`src/rtl/gvi_ram.sv`:
```
`timescale 1ns / 1ps
`default_nettype none
// ----------------------------------------------------------------------------
// gvi_ram
// Simple dual-port RAM with one write port and one registered read port.
// ----------------------------------------------------------------------------
module gvi_ram #(
  parameter int WIDTH = 32,
  parameter int DEPTH = 128
) (
  input  wire logic                     clk,
  input  wire logic                     we,
  input  wire logic [$clog2(DEPTH)-1:0] waddr,
  input  wire logic [WIDTH-1:0]         wdata,
  input  wire logic [$clog2(DEPTH)-1:0] raddr,
  output logic      [WIDTH-1:0]         rdata
);

  logic [WIDTH-1:0] mem [DEPTH];

  always_ff @(posedge clk) begin
    if (we) begin
      mem[waddr] <= wdata;
    end
    rdata <= mem[raddr];
  end

endmodule
`default_nettype wire

```
`config.mk`:
```
export PLATFORM = sky130hd
export DESIGN_NAME = gvi_ram
export DESIGN_NICKNAME = d
export VERILOG_FILES = /design/src/rtl/gvi_ram.sv
export SDC_FILE = /design/constraint.sdc
export NUM_CORES = 2
export LEC_CHECK = 0
export BUFFER_PORTS_ARGS = -buffer_cell sky130_fd_sc_hd__buf_4
export CORE_ASPECT_RATIO = 2
export CORE_MARGIN = 2
export CORE_UTILIZATION = 50
export DETAILED_ROUTE_END_ITERATION = 8
export GPL_TIMING_DRIVEN = 0
export PLACE_DENSITY_LB_ADDON = 0.08
export SLEW_MARGIN = 10
export SYNTH_ARGS = -nofsm -noshare
export SYNTH_HDL_FRONTEND = slang
export SYNTH_SLANG_ARGS = --single-unit
export TNS_END_PERCENT = 5
```
`constraint.sdc`:
```
create_clock -name clk -period 3.7 [get_ports clk]
set_input_delay 0 -clock clk [delete_from_list [all_inputs] [get_ports clk]]
set_output_delay 0 -clock clk [all_outputs]
set_load 0.005 [all_outputs]
```
==> results.cfg <==
[outcome]
status = finished clean

[pwr]
peakVddDrop_mv = 0.483
leakagePower_nw = 54.7
power.total_mw = 94.9
power_density_nw_per_um2 = 529

[sta]
clock_skew_ns = 0.0217
finalCritPeriodShare_pct = 99.5
hold_viol_final = 0
slew_headroom_pct = 8.49
setup_tns_ns = 0
maxSlewViolCount = 0
grt_setup_unrepaired = false
fmax_ghz = 0.272
worst_pin_slew_ns = 1.37
fin_crit_ns = 3.68
finalWorstSetupSlack_ns = 0.0196
finalSetupViolCount = 0

[synth]
synth-xor-area-share_pct = 0
synth_top_area_cell = edfxtp_1
synth_cells = 5990
yosysSeqAreaShare_pct = 79.1
synth_adder_area_share_pct = 0
yosys-top-cells-area = edfxtp_1, mux4_2, clkbuf_1
synth_top_area_share_pct = 78.7
synth_warnings = 0
synth_ff_type = edfxtp_1
synth_area_per_cell_um2 = 26.1
synth_edf_count = 4096
ys_seq_elements = 4128
synth_common_cells = edfxtp_1, mux4_2, clkbuf_1
yosys.area_share.simple_pct = 0.446
syn-num-nets = 6038
synth.distinct_cells = 17
synth_top_family_by_area = multiplexers
ys_async_sr_fraction_pct = 0
synth-compound-area-share_pct = 0
yosysMostFrequentCell = edfxtp_1
synth.area.mux_share_pct = 19.6
synth_area_um2 = 156000

[critical_path]
start_kind = input pin
path_cells = clkbuf_1 -> buf_2 -> clkbuf_2 -> buf_12 -> clkbuf_1 -> mux4_2 -> mux4_2 -> mux4_2 -> mux2_2
cp_max_fo = 11
rr_worst_depth = 4
path_delay_family = buffers and inverters
r2r-start = mem[21][10]
crit_path_end_kind = flip-flop
crit_required_ns = 4.47
crit_cells = 9
r2r_end = rdata[10]
arrival_ns = 4.45
cp_slowest_cell = clkbuf_1
path_buf_inv = 5
critical_path.most_common_cell = mux4_2
r2r_slack_ns = 0.94
critical_path_class = in -> reg
cpPeakStageDelay_ns = 0.68

[placement]
preCtsSetupSlack_ns = -0.913
dp_hpwl_um = 320000
dp.cells = 10400
port_buffers = 68
gp_congestion = 0.893

[final_layout]
drive_gt1_share_pct = 34.7
finalNonFillerCells = 11200
multi_input_area_um2 = 32300
nFillCells = 22300
seq_area_um2 = 124000
synthToLayoutAreaGrowth_pct = 14.9
nets = 6719

[floorplan]
dieArea_um2 = 317000
die_height_um = 795
dieWidth_um = 399
coreArea_um2 = 311000
start_util_pct = 50.2
rows = 290
ios = 80

[route]
drc = 0
avgViaCountPerCell = 6.34
ant_nets = 0
post_drt_wl_per_cell_um = 41.2
drt_iter0_drc = 8229
first_pass_iters = 6
routed_wl_um = 462000
num_vias = 71100

[global_route]
grt_first_pass_wirelength_um = 625000
grt_overflow = 0
antenna_found_initial = 86
grtUsageTotal_pct = 29.5
grt_start_max_net_pins = 129
grt_pass1_vias = 73600

[clock_tree]
cts_max_level = 5
cts_tree = yes
cts_buffers = 357
root_buffer = clkbuf_16
clock_latency_ns = 0.93
cts.sinks = 4128
cts_resized = 0
clockBufferDepth = 4
path_clk_slew_ns = 0.07

[hold_path]
whs_path_depth = 2
hp-class = in -> reg
worstHoldStart = wdata[28]
worstHoldEndpoint = mem[116][28]

[flow_run]
drv_cap = 0
==> worst max path at each step <==
| stage | to | from | slack (ns) |
|---|---|---|---|
| finish | rdata[25] | raddr[2] | 0.02 |
| detailed placement | rdata[19] | raddr[2] | -0.91 |
| CTS | rdata[19] | raddr[2] | 0.05 |
| global route | rdata[19] | raddr[2] | 0.006 |
| global placement | mem[98][19] | waddr[3] | -3.75 |
| floorplan | mem[98][0] | we | 0.46 |
==> final cells by class <==
type,count,share of cell area [%]
antenna,173,0.241
buffer,316,0.761
clock buffer,442,5.28
clock inverter,198,1.02
multi-input combinational,1546,18.0
sequential,4128,68.8
tap,4088,2.85
timing repair buffer,322,3.05
==> per-stage QoR <==
stage | hold slack (ns) | cell area, µm² | util (%)
CTS | 0.0387 | 179000 | 57.5
detailed placement | 0.381 | 167000 | 53.7
finish | 0.0141 | 180000 | 57.7
global placement | 0.388 | 162000 | 52.0
floorplan | 0.0989 | 156000 | -
global route | 0.00815 | 180000 | 57.7
==> per-layer routing <==
layer / wire length (µm) / track usage (%)
met3: 26500 / 4.33
met2: 253000 / 52.5
met5: 134 / 0
met1: 147000 / 32.3
met4: 36200 / 20.2
==> repair_timing <==
action                    in CTS  in global routing
buffers inserted               0                  0
hold buffers                  37                  1
hold endpoints to repair    3807                 16
==> power by group <==
part,internal (mW),leakage [nW],switching [mW]
sequential,51.6,37.1,0.0636
clock,20.5,5.52,17.0
combinational,2.05,12.1,3.77
total,74.2,54.7,20.8
==> sequential cells by signal, summed over array words and instances (netlist names) <==
signal	count
rdata	32
mem	4096
==> layout by cell type (no fill, tap or decap), types with 42 or more instances in the layout <==
master | Yosys | final
diode_2 | 0 | 173
clkinv_1 | 0 | 68
mux4_2 | 1344 | 1344
clkinv_2 | 0 | 61
buf_2 | 79 | 87
buf_4 | 3 | 64
buf_12 | 0 | 98
edfxtp_1 | 4096 | 4096
nor2_4 | 0 | 119
clkbuf_16 | 0 | 367
buf_16 | 0 | 78
clkbuf_1 | 182 | 221
buf_1 | 50 | 42
buf_6 | 2 | 49
==> kinds of logic (layout without fill, tap and decap cells) <==
kind of cell | Yosys count | count (layout)
muxes | 1376 | 1376
and+or+nand+nor | 170 | 170
buffers and inverters | 316 | 1278
other | 0 | 173
DFF | 4128 | 4128
==> worst register-to-register path: stages, from the launching register on <==
cell,delay (ns)
edfxtp_1,0.37
mux4_2,0.50
mux4_2,0.68
mux4_2,0.73
mux2_2,0.37
No activity file was read; power rests on OpenSTA's default activity.
